<file path="config.mk">
export PLATFORM = sky130hd
export DESIGN_NAME = ovt_cfg_regs
export DESIGN_NICKNAME = d
export VERILOG_FILES = /design/src/rtl/ovt_pkg.sv /design/src/rtl/ovt_cfg_regs.sv
export SDC_FILE = /design/constraint.sdc
export NUM_CORES = 1
export LEC_CHECK = 0
export BUFFER_PORTS_ARGS = -buffer_cell sky130_fd_sc_hd__buf_2
export CORE_ASPECT_RATIO = 0.7
export CORE_UTILIZATION = 45
export DETAILED_ROUTE_END_ITERATION = 8
export PLACE_DENSITY = 0.8
export SLEW_MARGIN = 25
export SYNTH_ARGS = -nofsm -noshare
export SYNTH_HDL_FRONTEND = slang
export SYNTH_SLANG_ARGS = --single-unit
export TNS_END_PERCENT = 100
</file>
<file path="constraint.sdc">
create_clock -name clk -period 1.04 [get_ports clk]
set_clock_uncertainty 0.15 [all_clocks]
set_input_delay 0.052 -clock clk [delete_from_list [all_inputs] [get_ports clk]]
set_output_delay 0.052 -clock clk [all_outputs]
set_load 0.02 [all_outputs]
</file>
<file path="src/rtl/ovt_pkg.sv">
// Shared types, constants and helpers for the open addressing value table.
package ovt_pkg;

    localparam int SLOT_ADDR_BITS = 10;
    localparam int VALUE_BITS     = 32;
    localparam int DEPTH          = 1 << SLOT_ADDR_BITS;

    // Field widths fixed by the interface
    localparam int HANDLE_BITS = 10;
    localparam int DATA_BITS   = 32;
    localparam int MULT_BITS   = 32;
    localparam int CMD_BITS    = 2;
    localparam int PADDR_BITS  = 4;
    localparam int PDATA_BITS  = 32;

    localparam logic [HANDLE_BITS-1:0] ADDR_LIMIT = HANDLE_BITS'(DEPTH - 1);

    localparam logic [CMD_BITS-1:0] CMD_INSERT = 2'd0;
    localparam logic [CMD_BITS-1:0] CMD_SEARCH = 2'd1;
    localparam logic [CMD_BITS-1:0] CMD_NEXT   = 2'd2;

    localparam logic [1:0] REG_SLOT_MASK = 2'd0;
    localparam logic [1:0] REG_HASH_MULT = 2'd1;
    localparam logic [1:0] REG_PROBE_STEP = 2'd2;

    localparam logic [HANDLE_BITS-1:0] SLOT_MASK_RST  = 10'd1023;
    localparam logic [MULT_BITS-1:0]   HASH_MULT_RST  = 32'd2654435761;
    localparam logic [HANDLE_BITS-1:0] PROBE_STEP_RST = 10'd1;

    typedef struct packed {
        logic [CMD_BITS-1:0]    cmd;
        logic [DATA_BITS-1:0]   key;
        logic [DATA_BITS-1:0]   entry_value;
        logic [HANDLE_BITS-1:0] slot_handle;
    } req_t;

    typedef struct packed {
        logic [DATA_BITS-1:0]   found_value;
        logic [HANDLE_BITS-1:0] handle_out;
        logic                   status;
    } rsp_t;

    typedef struct packed {
        logic [HANDLE_BITS-1:0] slot_mask;
        logic [MULT_BITS-1:0]   hash_multiplier;
        logic [HANDLE_BITS-1:0] probe_step;
    } cfg_t;

    function automatic logic [HANDLE_BITS-1:0] advance(
        input logic [HANDLE_BITS-1:0] pos,
        input logic [HANDLE_BITS-1:0] step,
        input logic [HANDLE_BITS-1:0] mask
    );
        return (pos + step) & mask;
    endfunction

    function automatic logic [SLOT_ADDR_BITS-1:0] mem_addr(
        input logic [HANDLE_BITS-1:0] pos
    );
        return SLOT_ADDR_BITS'(pos);
    endfunction

endpackage

</file>
<file path="src/rtl/ovt_cfg_regs.sv">
// APB-style configuration registers of the value table.
module ovt_cfg_regs (
    input  logic                             clk,
    input  logic                             rst_n,
    input  logic                             psel,
    input  logic                             penable,
    input  logic                             pwrite,
    input  logic [ovt_pkg::PADDR_BITS-1:0]   paddr,
    input  logic [ovt_pkg::PDATA_BITS-1:0]   pwdata,
    output logic [ovt_pkg::PDATA_BITS-1:0]   prdata,
    output logic                             pready,
    output ovt_pkg::cfg_t                    cfg
);
    import ovt_pkg::*;

    cfg_t       cfg_reg;
    logic [1:0] reg_idx;
    logic       wr_en;

    assign reg_idx = paddr[3:2];
    assign wr_en   = psel && penable && pwrite;
    assign pready  = 1'b1;
    assign cfg     = cfg_reg;

    always_ff @(posedge clk or negedge rst_n)
    begin
        if (!rst_n)
        begin
            cfg_reg.slot_mask       <= SLOT_MASK_RST;
            cfg_reg.hash_multiplier <= HASH_MULT_RST;
            cfg_reg.probe_step      <= PROBE_STEP_RST;
        end
        else if (wr_en)
        begin
            unique case (reg_idx)
                REG_SLOT_MASK:  cfg_reg.slot_mask       <= pwdata[HANDLE_BITS-1:0];
                REG_HASH_MULT:  cfg_reg.hash_multiplier <= pwdata[MULT_BITS-1:0];
                REG_PROBE_STEP: cfg_reg.probe_step      <= pwdata[HANDLE_BITS-1:0];
                default: ;
            endcase
        end
    end

    always_comb
    begin
        unique case (reg_idx)
            REG_SLOT_MASK:  prdata = PDATA_BITS'(cfg_reg.slot_mask);
            REG_HASH_MULT:  prdata = PDATA_BITS'(cfg_reg.hash_multiplier);
            REG_PROBE_STEP: prdata = PDATA_BITS'(cfg_reg.probe_step);
            default:        prdata = '0;
        endcase
    end

endmodule
</file>
==> results of run 1 <==
==> cells by family after synthesis <==
| group | count (synthesis) | share of synthesized area (%) |
|---|---|---|
| AO/OA/AOI/OAI | 10 | 2.12 |
| buffers and inverters | 10 | 2.44 |
| other | 1 | 0.159 |
| flip-flops | 52 | 56.7 |
| AND/OR/NAND/NOR | 38 | 9.49 |
| multiplexers | 62 | 29.1 |
==> what timing repair did <==
| action | CTS |
|---|---|
| gates resized for setup | 190 |
| buffers inserted | 5 |
| pin swaps | 2 |
| hold buffers | 33 |
| endpoints found under the hold margin | 104 |
| endpoints found under the setup margin | 87 |
| cloned | 0 |
==> through the flow <==
step | cells | hold WS [ns] | TNS [ns]
after floorplan | 173 | -0.394 | -8.07
after CTS | 431 | 0.0651 | -14.87
after global placement | 385 | -0.0910 | -15.86
after detailed placement | 385 | -0.0823 | -16.50
==> reports/summary.txt, run 1 <==
Status -> aborted with a tool error
Stopped at -> global routing (5_1_grt)
First error -> [ERROR DPL-0038] Utilization greater than 100%, impossible to legalize
Die Width -> 88.6 um
Clk buf depth -> 2
Synth cell count leaders -> mux2_2 (52), dfstp_2 (30), and2_1 (22), dfrtp_1 (22)
Clock root cell -> clkbuf_8
Seq/Total Area, Yosys -> 56.7%
Syn_nets -> 214
Main synth FF type -> dfstp_2
Worst_ep grt -> prdata[0]
FF+latch count, synth -> 52
Synth warn -> 0
Initial Util -> 48.0%
Row cnt -> 21
Top cell type's share of synthesized area -> 33.4%
Synthesized area -> 2360 um^2
Synthesized area per cell -> 13.6 um^2
Largest net degree at the start of global routing -> 53
Synth area leader -> dfstp_2
Worst_ep kind -> output port
Top Ports -> 126
Post-synth EDFFs -> 0
Hpwl dp -> 4190 um
Post-synthesis cell type count -> 16
Placer Congestion -> 0.723
Async SR Flop Fraction -> 100%
Gate Count Post-Synth -> 173
Top-count cell post-synth -> mux2_2
# port buffers -> 122
Placement Cell Area -> 3420 um^2
Ranking of synthesized cells by area -> dfstp_2 (33%), mux2_2 (25%), dfrtp_1 (23%)
Num CTS Buffers -> 5
Pre-CTS WS -> -0.331 ns
CTS sink cnt -> 52
Die Height -> 62.6 um
H-tree Lvls -> 2
==> run 2, diff against run 1 <==
Settings changed: CORE_ASPECT_RATIO 0.7 to unset, CORE_UTILIZATION 45 to 40, PLACE_DENSITY 0.8 to unset, PLACE_DENSITY_LB_ADDON set to 0.15.
==> run 2 against run 1 <==
  * The flow now finishes, with violations (negative hold slack, negative setup slack)
  * Synthesized area unchanged
  * Synthesized cell count unchanged
==> reports/summary.txt, run 2 <==
Status -> finished with violations (was aborted with a tool error)
Failing checks -> negative hold slack, negative setup slack
Crit path time final -> 1.51 ns
Clk slew on worst S/H paths -> 0.11 ns
Final Setup Violations -> 125
Syn_nets -> 214 (unchanged)
Initial Util -> 42.1% (was 48.0%)
Commonest non-fill, non-tap cell in the layout -> buf_6
First-pass iteration count of the detailed router -> 4
Main synth FF type -> dfstp_2 (unchanged)
Worst R2R Start -> cfg[39]
Seq/Total Area, Yosys -> 56.7% (unchanged)
Synth Area in Adders -> 0% (unchanged)
Clk buf depth -> 2 (unchanged)
Period utilization -> 145%
Leakage power total -> 2.43 nW
Core ar. -> 5610 um^2
Critical Path Source Type -> register
Placer Congestion -> 0.736 (was 0.723)
Post-synthesis compound-gate area fraction -> 2.12% (unchanged)
Ranking of synthesized cells by area -> dfstp_2 (33%), mux2_2 (25%), dfrtp_1 (23%) (unchanged)
Via density -> 5.32
Final core utilization -> 90.0%
FF+latch count, synth -> 52 (unchanged)
Layout cells sized above 1 -> 80.1%
Pins Over Slew Limit -> 0
First-pass GRT wire length -> 13,200 um
Reg2Reg Setup Slack -> -0.15 ns
Iteration-0 DRC Markers -> 124
Fin area -> 5050 um^2
Total wire length -> 11,400 um
Ant diodes -> 0
Post-synth EDFFs -> 0 (unchanged)
Largest net degree at the start of global routing -> 28
CP arrival -> 1.31 ns
Synthesized area per cell -> 13.6 um^2 (unchanged)
Max IR drop VDD -> 0.00109 V
CP Class -> reg2out
Clk Latency, worst-skew pair -> 0.31 ns
Hpwl dp -> 4290 um (was 4190 um)
Fmax -> 0.661 GHz
H-tree Lvls -> 2 (unchanged)
Synth area leader -> dfstp_2 (unchanged)
Max cap viols -> 0
Clock root cell -> clkbuf_8 (unchanged)
Synth cell count leaders -> mux2_2 (52), dfstp_2 (30), and2_1 (22), dfrtp_1 (22) (unchanged)
Max incr delay on CP -> 0.55 ns
Die Width -> 78.8 um (was 88.6 um)
Top-count cell post-synth -> mux2_2 (unchanged)
Multiplexer area fraction after synthesis -> 29.1% (unchanged)
RSZ-0062 raised after global routing -> yes
GR Util All Layers -> 29.0%
WHS -> -0.0247 ns
Worst min path class -> in2async
CP Max Fanout -> 2
CTS tree -> done
Setup crit end kind -> primary output
Placement Cell Area -> 3450 um^2 (was 3420 um^2)
WL per Instance -> 24.0 um
Critical path depth in cells -> 3
Critical path's top delay family -> flip-flops
Hold violation count in the final report -> 4
Setup crit end -> prdata[0]
Post-DRT Antenna Nets -> 0
Initial antenna violation count -> 0
Synthesized area -> 2360 um^2 (unchanged)
Synth-to-layout area growth -> 114%
Gate Count Post-Synth -> 173 (unchanged)
Synth warn -> 0 (unchanged)
Row cnt -> 27 (was 21)
CP required -> 0.84 ns
CTS sink cnt -> 52 (unchanged)
Max FFs per register -> 52
Num CTS Buffers -> 5 (unchanged)
Reg2reg path depth -> 2
Highest-delay cell along the critical path -> dfstp_2
Async SR Flop Fraction -> 100% (unchanged)
Vias -> 2,521
Top Ports -> 126 (unchanged)
Top cell type's share of synthesized area -> 33.4% (unchanged)
Post-synthesis xor/xnor area fraction -> 0% (unchanged)
DRC viols -> 0
Critical R2R Capture -> cfg[39]
Fillers -> 214
CP Cell Sequence -> mux2i_1 > o21ai_1 > buf_4
NumNets Final -> 442
CP startpoint -> cfg[42]
Pwr Density -> 1840 nW/um^2
Die Height -> 78.8 um (was 62.6 um)
Die ar. -> 6210 um^2
Simple-Gate Fraction of Synth Area -> 9.49% (unchanged)
# port buffers -> 122 (unchanged)
Post-synthesis cell type count -> 16 (unchanged)
Number of global-route vias before repair -> 2,424
Pre-CTS WS -> -0.348 ns (was -0.331 ns)
GRT overflow -> 0
Largest family of logic cells by synthesized area -> multiplexers (unchanged)
Final setup margin -> -0.473 ns
Most frequent cells in the layout -> buf_6 (132), mux2_4 (39), buf_2 (37)
CP Buf/Inv Count -> 1
==> run 2: cell counts after synthesis <==
No cell type changed its count.
==> run 2: cell families (layout without fill, tap and decap cells) <==
| group | count (synthesis) | count (layout) |
|---|---|---|
| compound gates | 10 | 10 |
| buf+inv | 10 | 239 |
| flops | 52 | 52 |
| mux | 62 | 62 |
| other cells | 1 | 1 |
| simple gates | 38 | 38 |
==> run 2: what timing repair did <==
| action | CTS | global route |
|---|---|---|
| cloned | 1 | 3 |
| setup endpoints to repair | 93 | 126 |
| endpoints found under the hold margin | 104 | 0 |
| hold buffers | 33 | 0 |
| setup buffers | 10 | 42 |
| resized for setup | 199 | 80 |
| pin swaps | 0 | 7 |
==> run 2: per-layer routing <==
layer  vias up  part of all wire [%]  track usage, %
li1       1045                     -               -
met1      1249                    40            33.6
met2       181                    47            52.3
met3        46                   9.7            6.21
met4         0                   4.1            10.7
met5         -                     0               0
==> run 2: final cells by class <==
class                      instances  area [um^2]  share of cell area [%]
sequential                        52         1340                    26.5
multi-input combinational        111         1240                    24.5
tap                               72         90.1                    1.79
timing repair buffer             231         2300                    45.6
clock buffer                       8         80.1                    1.59
==> run 2: worst reg2reg max path, stage by stage (launching register included) <==
cell and delay, ns:
dfrtp_1 0.47, buf_4 0.18, mux2_4 0.28
==> run 2: worst min-delay path by stage <==
stage,end,slack [ns],depth (start not counted)
after floorplan,cfg[11],-0.39,0
after detailed placement,cfg[33],-0.23,1
after CTS,cfg[33],-0.02,2
after global routing,cfg[33],-0.02,2
final,cfg[33],-0.02,2
after global placement,cfg[39],-0.23,1
==> run 2: power breakdown <==
| part | leakage, nW | total (mW) | internal, mW | switching, mW |
|---|---|---|---|---|
| registers | 0.584 | 3.24 | 2.70 | 0.537 |
| clock network | 0.0395 | 1.19 | 0.482 | 0.706 |
| logic | 1.80 | 4.85 | 2.83 | 2.02 |
==> run 2: metrics by stage <==
stage	power (mW)	TNS [ns]	hold slack, ns	cells
global placement	5.73	-18.97	-0.230	388
global route	9.56	-24.76	-0.0198	474
CTS	8.12	-15.22	-0.0226	440
floorplan	4.65	-8.07	-0.394	173
finish	9.28	-22.22	-0.0247	474
detailed placement	5.78	-20.17	-0.229	388
No activity file was read; power rests on OpenSTA's default activity.
==> run 3, diff against run 2 <==
Clock period 1.04 ns to 1.9 ns, I/O delays scaled along.
==> run 3 against run 2 <==
  * The run now ends clean
  * Sequential power is 49% lower
  * Total power down 60%
  * Critical path depth unchanged
  * Largest cell class is now sequential cells
  * First-iteration DRC count down 60%
  * Via count decreased by 25%
  * Count of clock-buffer cells in the layout down 1
  * Combinational power fell by 74%
  * Worst setup slack better by 0.86 ns
  * Design area down 30%
  * Clock power decreased by 33%
==> reports/summary.txt, run 3 (same netlist as run 2, synthesis figures left out) <==
Status -> finished, final reports clean (was finished with violations)
Placed insts -> 365 (was 388)
Initial antenna violation count -> 0 (unchanged)
Worst R2R Start -> cfg[1] (was cfg[39])
Ant diodes -> 0 (unchanged)
Clk slew on worst S/H paths -> 0.09 ns (was 0.11 ns)
CTS sink cnt -> 52 (unchanged)
Leakage power total -> 1.75 nW (was 2.43 nW)
Max IR drop VDD -> 0.000549 V (was 0.00109 V)
GRT overflow -> 0 (unchanged)
Clk Latency, worst-skew pair -> 0.29 ns (was 0.31 ns)
Clk buf depth -> 2 (unchanged)
Vias -> 1,900 (was 2,521)
CP required -> 1.65 ns (was 0.84 ns)
RSZ-0062 raised after global routing -> no (was yes)
Critical Path Source Type -> register (unchanged)
CP Class -> reg2out (unchanged)
Max FFs per register -> 52 (unchanged)
Core ar. -> 5610 um^2 (unchanged)
Clock root cell -> clkbuf_8 (unchanged)
Crit path time final -> 1.51 ns
Placer Congestion -> 0.701 (was 0.736)
H-tree Lvls -> 2 (unchanged)
Slew margin rel. -> 64.2%
Synth-to-layout area growth -> 49.9% (was 114%)
Period utilization -> 79.6%
Final Setup Violations -> 0 (was 125)
Commonest non-fill, non-tap cell in the layout -> buf_2 (was buf_6)
Hold violation count in the final report -> 0 (was 4)
Iteration-0 DRC Markers -> 50 (was 124)
CP startpoint -> cfg[46] (was cfg[42])
Tot Pwr -> 3.74 mW (was 9.28 mW)
Reg2Reg Setup Slack -> 0.97 ns (was -0.15 ns)
Layout cells sized above 1 -> 66.5% (was 80.1%)
Worst min path class -> in2async (unchanged)
NumNets Final -> 374 (was 442)
Hold-fix buffers at CTS -> 33 (unchanged)
# port buffers -> 122 (unchanged)
Worst slew pin tran -> 0.537 ns
First-pass GRT wire length -> 8810 um (was 13,200 um)
Max cap viols -> 0 (unchanged)
Number of global-route vias before repair -> 1,893 (was 2,424)
Via density -> 4.68 (was 5.32)
Fmax -> 0.661 GHz
Setup crit end -> prdata[4] (was prdata[0])
First-pass iteration count of the detailed router -> 4 (unchanged)
Final core utilization -> 63.1% (was 90.0%)
Setup crit end kind -> primary output (unchanged)
Total wire length -> 5630 um (was 11,400 um)
Die Height -> 78.8 um (unchanged)
DRC viols -> 0 (unchanged)
CTS tree -> done (unchanged)
Most frequent cells in the layout -> buf_2 (122), mux2_2 (52), dlygate4sd3_1 (33) (was buf_6 (132), mux2_4 (39), buf_2 (37))
Num CTS Buffers -> 5 (unchanged)
Postcts setup bufs -> 0 (was 10)
GR Util All Layers -> 18.6% (was 29.0%)
Post-cts gate resize count -> 0 (was 199)
Die Width -> 78.8 um (unchanged)
Pwr Density -> 1060 nW/um^2 (was 1840 nW/um^2)
Largest net degree at the start of global routing -> 31 (was 28)
CP arrival -> 1.27 ns (was 1.31 ns)
Initial Util -> 42.1% (unchanged)
Hpwl dp -> 4000 um (was 4290 um)
Post-route non-filler standard cell count -> 406 (was 474)
Reg2reg path depth -> 1 (was 2)
Critical R2R Capture -> cfg[1] (was cfg[39])
CP Max Fanout -> 3 (was 2)
Post-DRT Antenna Nets -> 0 (unchanged)
Top Ports -> 126 (unchanged)
Pins Over Slew Limit -> 0 (unchanged)
Setup TNS -> 0 ns (was -22.22 ns)
Die ar. -> 6210 um^2 (unchanged)
Row cnt -> 27 (unchanged)
WL per Instance -> 13.9 um (was 24.0 um)
-- run 3: cell types whose count changed in the layout (fill, tap and decap cells not counted), moves of 14 or more --
cell	before	now
buf_2	37	122
mux2_4	39	0
buf_4	21	7
buf_6	132	0
and2_4	22	0
mux2_2	13	52
and2_1	0	22
-- run 3: per-layer routing --
metal	global-route usage, %	share of wire [%]
met5	0	0
met2	31.7	52
met3	5.17	5.3
met4	5.56	0.48
met1	22.9	43
-- run 3: final cells by class --
| type | count | area (um^2) |
|---|---|---|
| Timing Repair Buffer | 163 | 1010 |
| Fill cell | 467 | 2070 |
| Clock buffer | 7 | 96.3 |
| Multi-Input combinational cell | 111 | 970 |
| Clock inverter | 1 | 30.0 |
| Tap cell | 72 | 90.1 |
| Sequential cell | 52 | 1340 |
-- run 3: report_power, final --
| part | switching [mW] | internal, mW | total, mW |
|---|---|---|---|
| Combinational | 0.727 | 0.553 | 1.28 |
| Clock | 0.335 | 0.465 | 0.799 |
| Sequential | 0.182 | 1.47 | 1.66 |
| Total | 1.24 | 2.49 | 3.74 |
-- run 3: critical path, stage by stage (launching register included) --
cell and delay [ns]:
dfstp_2 0.54, mux2i_1 0.06, o21ai_0 0.18, buf_2 0.20
-- run 3: worst min-delay path by stage --
stage	from	end	cells past startpoint
floorplan	rst_n	cfg[11]	0
global placement	rst_n	cfg[13]	1
detailed placement	rst_n	cfg[13]	1
CTS	rst_n	cfg[13]	2
global route	rst_n	cfg[13]	2
finish	rst_n	cfg[13]	2
-- run 3: per-stage QoR --
step           instance area [um^2]  setup slack, ns  hold WS [ns]
2_1_floorplan                  2360            0.510        -0.351
3_3_place_gp                   3080            0.312       -0.0427
3_5_place_dp                   3080            0.308       -0.0487
4_1_cts                        3540            0.354         0.155
5_1_grt                        3540            0.267         0.194
6_report                       3540            0.388         0.163
==> run 4, diff against run 3 <==
Settings changed: ABC_AREA set to 1.
Clock period 1.9 ns to 1.5 ns, I/O delays scaled along.
==> run 4 against run 3 <==
  * Critical path depth stayed put
  * Synthesized area increased by 3.6%
  * Via count rose by 31%
  * Combinational power increased by 12%
  * Die area up 3.5%
  * Hold slack got worse by 0.11 ns
  * Sequential share of layout area is 0.64 points lower
  * Clock power up 22%
  * Sequential power grew 22%
  * Worst setup slack lost 0.30 ns
  * Critical path type unchanged
  * Largest cell class unchanged
==> reports/summary.txt, run 4 <==
WL per Instance -> 11.9 um (was 13.9 um)
Pwr Density -> 1240 nW/um^2 (was 1060 nW/um^2)
Via density -> 4.47 (was 4.68)
Postcts setup bufs -> 0 (unchanged)
Clock root cell -> clkbuf_8 (unchanged)
Total wire length -> 6640 um (was 5630 um)
Worst slew pin tran -> 0.524 ns (was 0.537 ns)
Synth area leader -> dfstp_2 (unchanged)
CP arrival -> 1.18 ns (was 1.27 ns)
CP Max Fanout -> 3 (unchanged)
Fin area -> 3600 um^2 (was 3540 um^2)
Clk Latency, worst-skew pair -> 0.31 ns (was 0.29 ns)
Row cnt -> 28 (was 27)
Placer Congestion -> 0.742 (was 0.701)
Ant diodes -> 0 (unchanged)
Final core utilization -> 60.8% (was 63.1%)
Setup crit end kind -> primary output (unchanged)
Period utilization -> 93.9%
Layout cells sized above 1 -> 36.9% (was 66.5%)
Die ar. -> 6430 um^2 (was 6210 um^2)
Die Height -> 80.2 um (was 78.8 um)
Crit path time final -> 1.41 ns
FF+latch count, synth -> 52 (unchanged)
Post-synth EDFFs -> 0 (unchanged)
NumNets Final -> 523 (was 374)
Fillers -> 572 (was 467)
# port buffers -> 122 (unchanged)
CTS sink cnt -> 52 (unchanged)
CP Class -> reg2out (unchanged)
Synthesized area -> 2440 um^2 (was 2360 um^2)
Syn_nets -> 364 (was 214)
Clk slew on worst S/H paths -> 0.10 ns (was 0.09 ns)
Synth warn -> 0 (unchanged)
Initial Util -> 41.3% (was 42.1%)
GRT overflow -> 0 (unchanged)
Final Setup Violations -> 0 (unchanged)
WHS -> 0.0524 ns (was 0.163 ns)
Status -> finished, final reports clean (unchanged)
CTS tree -> done (unchanged)
Worst min path class -> in2reg (was in2async)
Commonest non-fill, non-tap cell in the layout -> nand2_1 (was buf_2)
Setup TNS -> 0 ns (unchanged)
Leakage power total -> 2.08 nW (was 1.75 nW)
Async SR Flop Fraction -> 100% (unchanged)
Pins Over Slew Limit -> 0 (unchanged)
Ranking of synthesized cells by area -> dfstp_2 (32%), nand2_1 (29%), dfrtp_1 (23%) (was dfstp_2 (33%), mux2_2 (25%), dfrtp_1 (23%))
Gate Count Post-Synth -> 323 (was 173)
Number of global-route vias before repair -> 2,238 (was 1,893)
Top cell type's share of synthesized area -> 32.2% (was 33.4%)
Hpwl dp -> 4320 um (was 4000 um)
Tot Pwr -> 4.45 mW (was 3.74 mW)
Pre-CTS WS -> 0.233 ns (was 0.308 ns)
Iteration-0 DRC Markers -> 90 (was 50)
Largest net degree at the start of global routing -> 53 (was 31)
GR Util All Layers -> 21.6% (was 18.6%)
Hold violation count in the final report -> 0 (unchanged)
Clk buf depth -> 2 (unchanged)
Top-count cell post-synth -> nand2_1 (was mux2_2)
Hold-fix buffers at CTS -> 33 (unchanged)
Synthesized area per cell -> 7.57 um^2 (was 13.6 um^2)
Fmax -> 0.710 GHz
Reg2Reg Setup Slack -> 0.61 ns (was 0.97 ns)
Core ar. -> 5920 um^2 (was 5610 um^2)
Post-route non-filler standard cell count -> 558 (was 406)
Final setup margin -> 0.0912 ns (was 0.388 ns)
Placed insts -> 517 (was 365)
Most frequent cells in the layout -> nand2_1 (190), buf_2 (122), dlygate4sd3_1 (33) (was buf_2 (122), mux2_2 (52), dlygate4sd3_1 (33))
Post-cts gate resize count -> 0 (unchanged)
Max cap viols -> 0 (unchanged)
Top Ports -> 126 (unchanged)
CP required -> 1.27 ns (was 1.65 ns)
Initial antenna violation count -> 0 (unchanged)
Die Width -> 80.2 um (was 78.8 um)
DRC viols -> 0 (unchanged)
First-pass iteration count of the detailed router -> 4 (unchanged)
Post-synthesis cell type count -> 17 (was 16)
Slew margin rel. -> 65.0% (was 64.2%)
Synth cell count leaders -> nand2_1 (190), dfstp_2 (30), inv_1 (26), nor2_1 (23), dfrtp_1 (22) (was mux2_2 (52), dfstp_2 (30), and2_1 (22), dfrtp_1 (22))
H-tree Lvls -> 2 (unchanged)
Synth-to-layout area growth -> 47.2% (was 49.9%)
Placement Cell Area -> 3150 um^2 (was 3080 um^2)
Post-DRT Antenna Nets -> 0 (unchanged)
Vias -> 2,496 (was 1,900)
Max FFs per register -> 52 (unchanged)
Main synth FF type -> dfstp_2 (unchanged)
Seq/Total Area, Yosys -> 54.8% (was 56.7%)
Critical Path Source Type -> register (unchanged)
Max IR drop VDD -> 0.000812 V (was 0.000549 V)
Num CTS Buffers -> 5 (unchanged)
First-pass GRT wire length -> 10,500 um (was 8810 um)
RSZ-0062 raised after global routing -> no (unchanged)
-- run 4: cell types whose count changed in the layout (fill, tap and decap cells not counted), moves of 2 or more --
cell,change
and2_1,-22
clkbuf_8,-2
inv_1,+26
mux2_2,-52
mux2i_1,-10
nand2_1,+180
nand2_2,+2
nand3_1,+9
nor2_1,+23
nor2_2,+3
nor2b_1,-2
o21ai_0,-10
-- run 4: layout make-up --
cell class	instances	area, um^2	share of cell area (%)
Sequential cell	52	1340	37.2
Timing Repair Buffer	164	1030	28.7
Multi-Input combinational cell	232	917	25.5
Inverter	27	101	2.82
Tap cell	75	93.8	2.61
Clock buffer	5	68.8	1.91
Clock inverter	3	46.3	1.29
-- run 4: logic make-up after synthesis --
| kind of cell | after synthesis | synth area share, % |
|---|---|---|
| flip-flops | 52 | 54.8 |
| other | 1 | 0.153 |
| buffers and inverters | 39 | 7.73 |
| AND/OR/NAND/NOR | 231 | 37.4 |
-- run 4: worst paths after layout --
path | from | end | cells after the start
max in group asynchronous | rst_n | cfg[36] | 3
setup reg to reg | cfg[14] | cfg[14] | 2
hold reg to reg | cfg[51] | cfg[51] | 2
setup / recovery | cfg[31] | prdata[21] | 3
hold / removal | paddr[3] | cfg[0] | 5
min in group asynchronous | rst_n | cfg[39] | 3
-- run 4: worst max-delay path, stage by stage (launching register included) --
cell,delay [ns]
dfstp_2,0.55
inv_1,0.04
nor2_1,0.11
buf_2,0.18
-- run 4: layer usage --
metal	global-route usage, %	share of wire (%)	vias to the layer above	wire length, um
met5	0	0	-	0
li1	-	-	1266	-
met2	38.7	48	97	3200
met1	25.9	44	1125	2940
met3	4.77	6.3	8	420
met4	5.89	1.1	0	76
-- run 4: power breakdown --
part	leakage, nW	switching, mW	internal [mW]
Combinational	1.43	0.921	0.520
Clock	0.0548	0.475	0.503
Sequential	0.593	0.224	1.81
Total	2.08	1.62	2.83
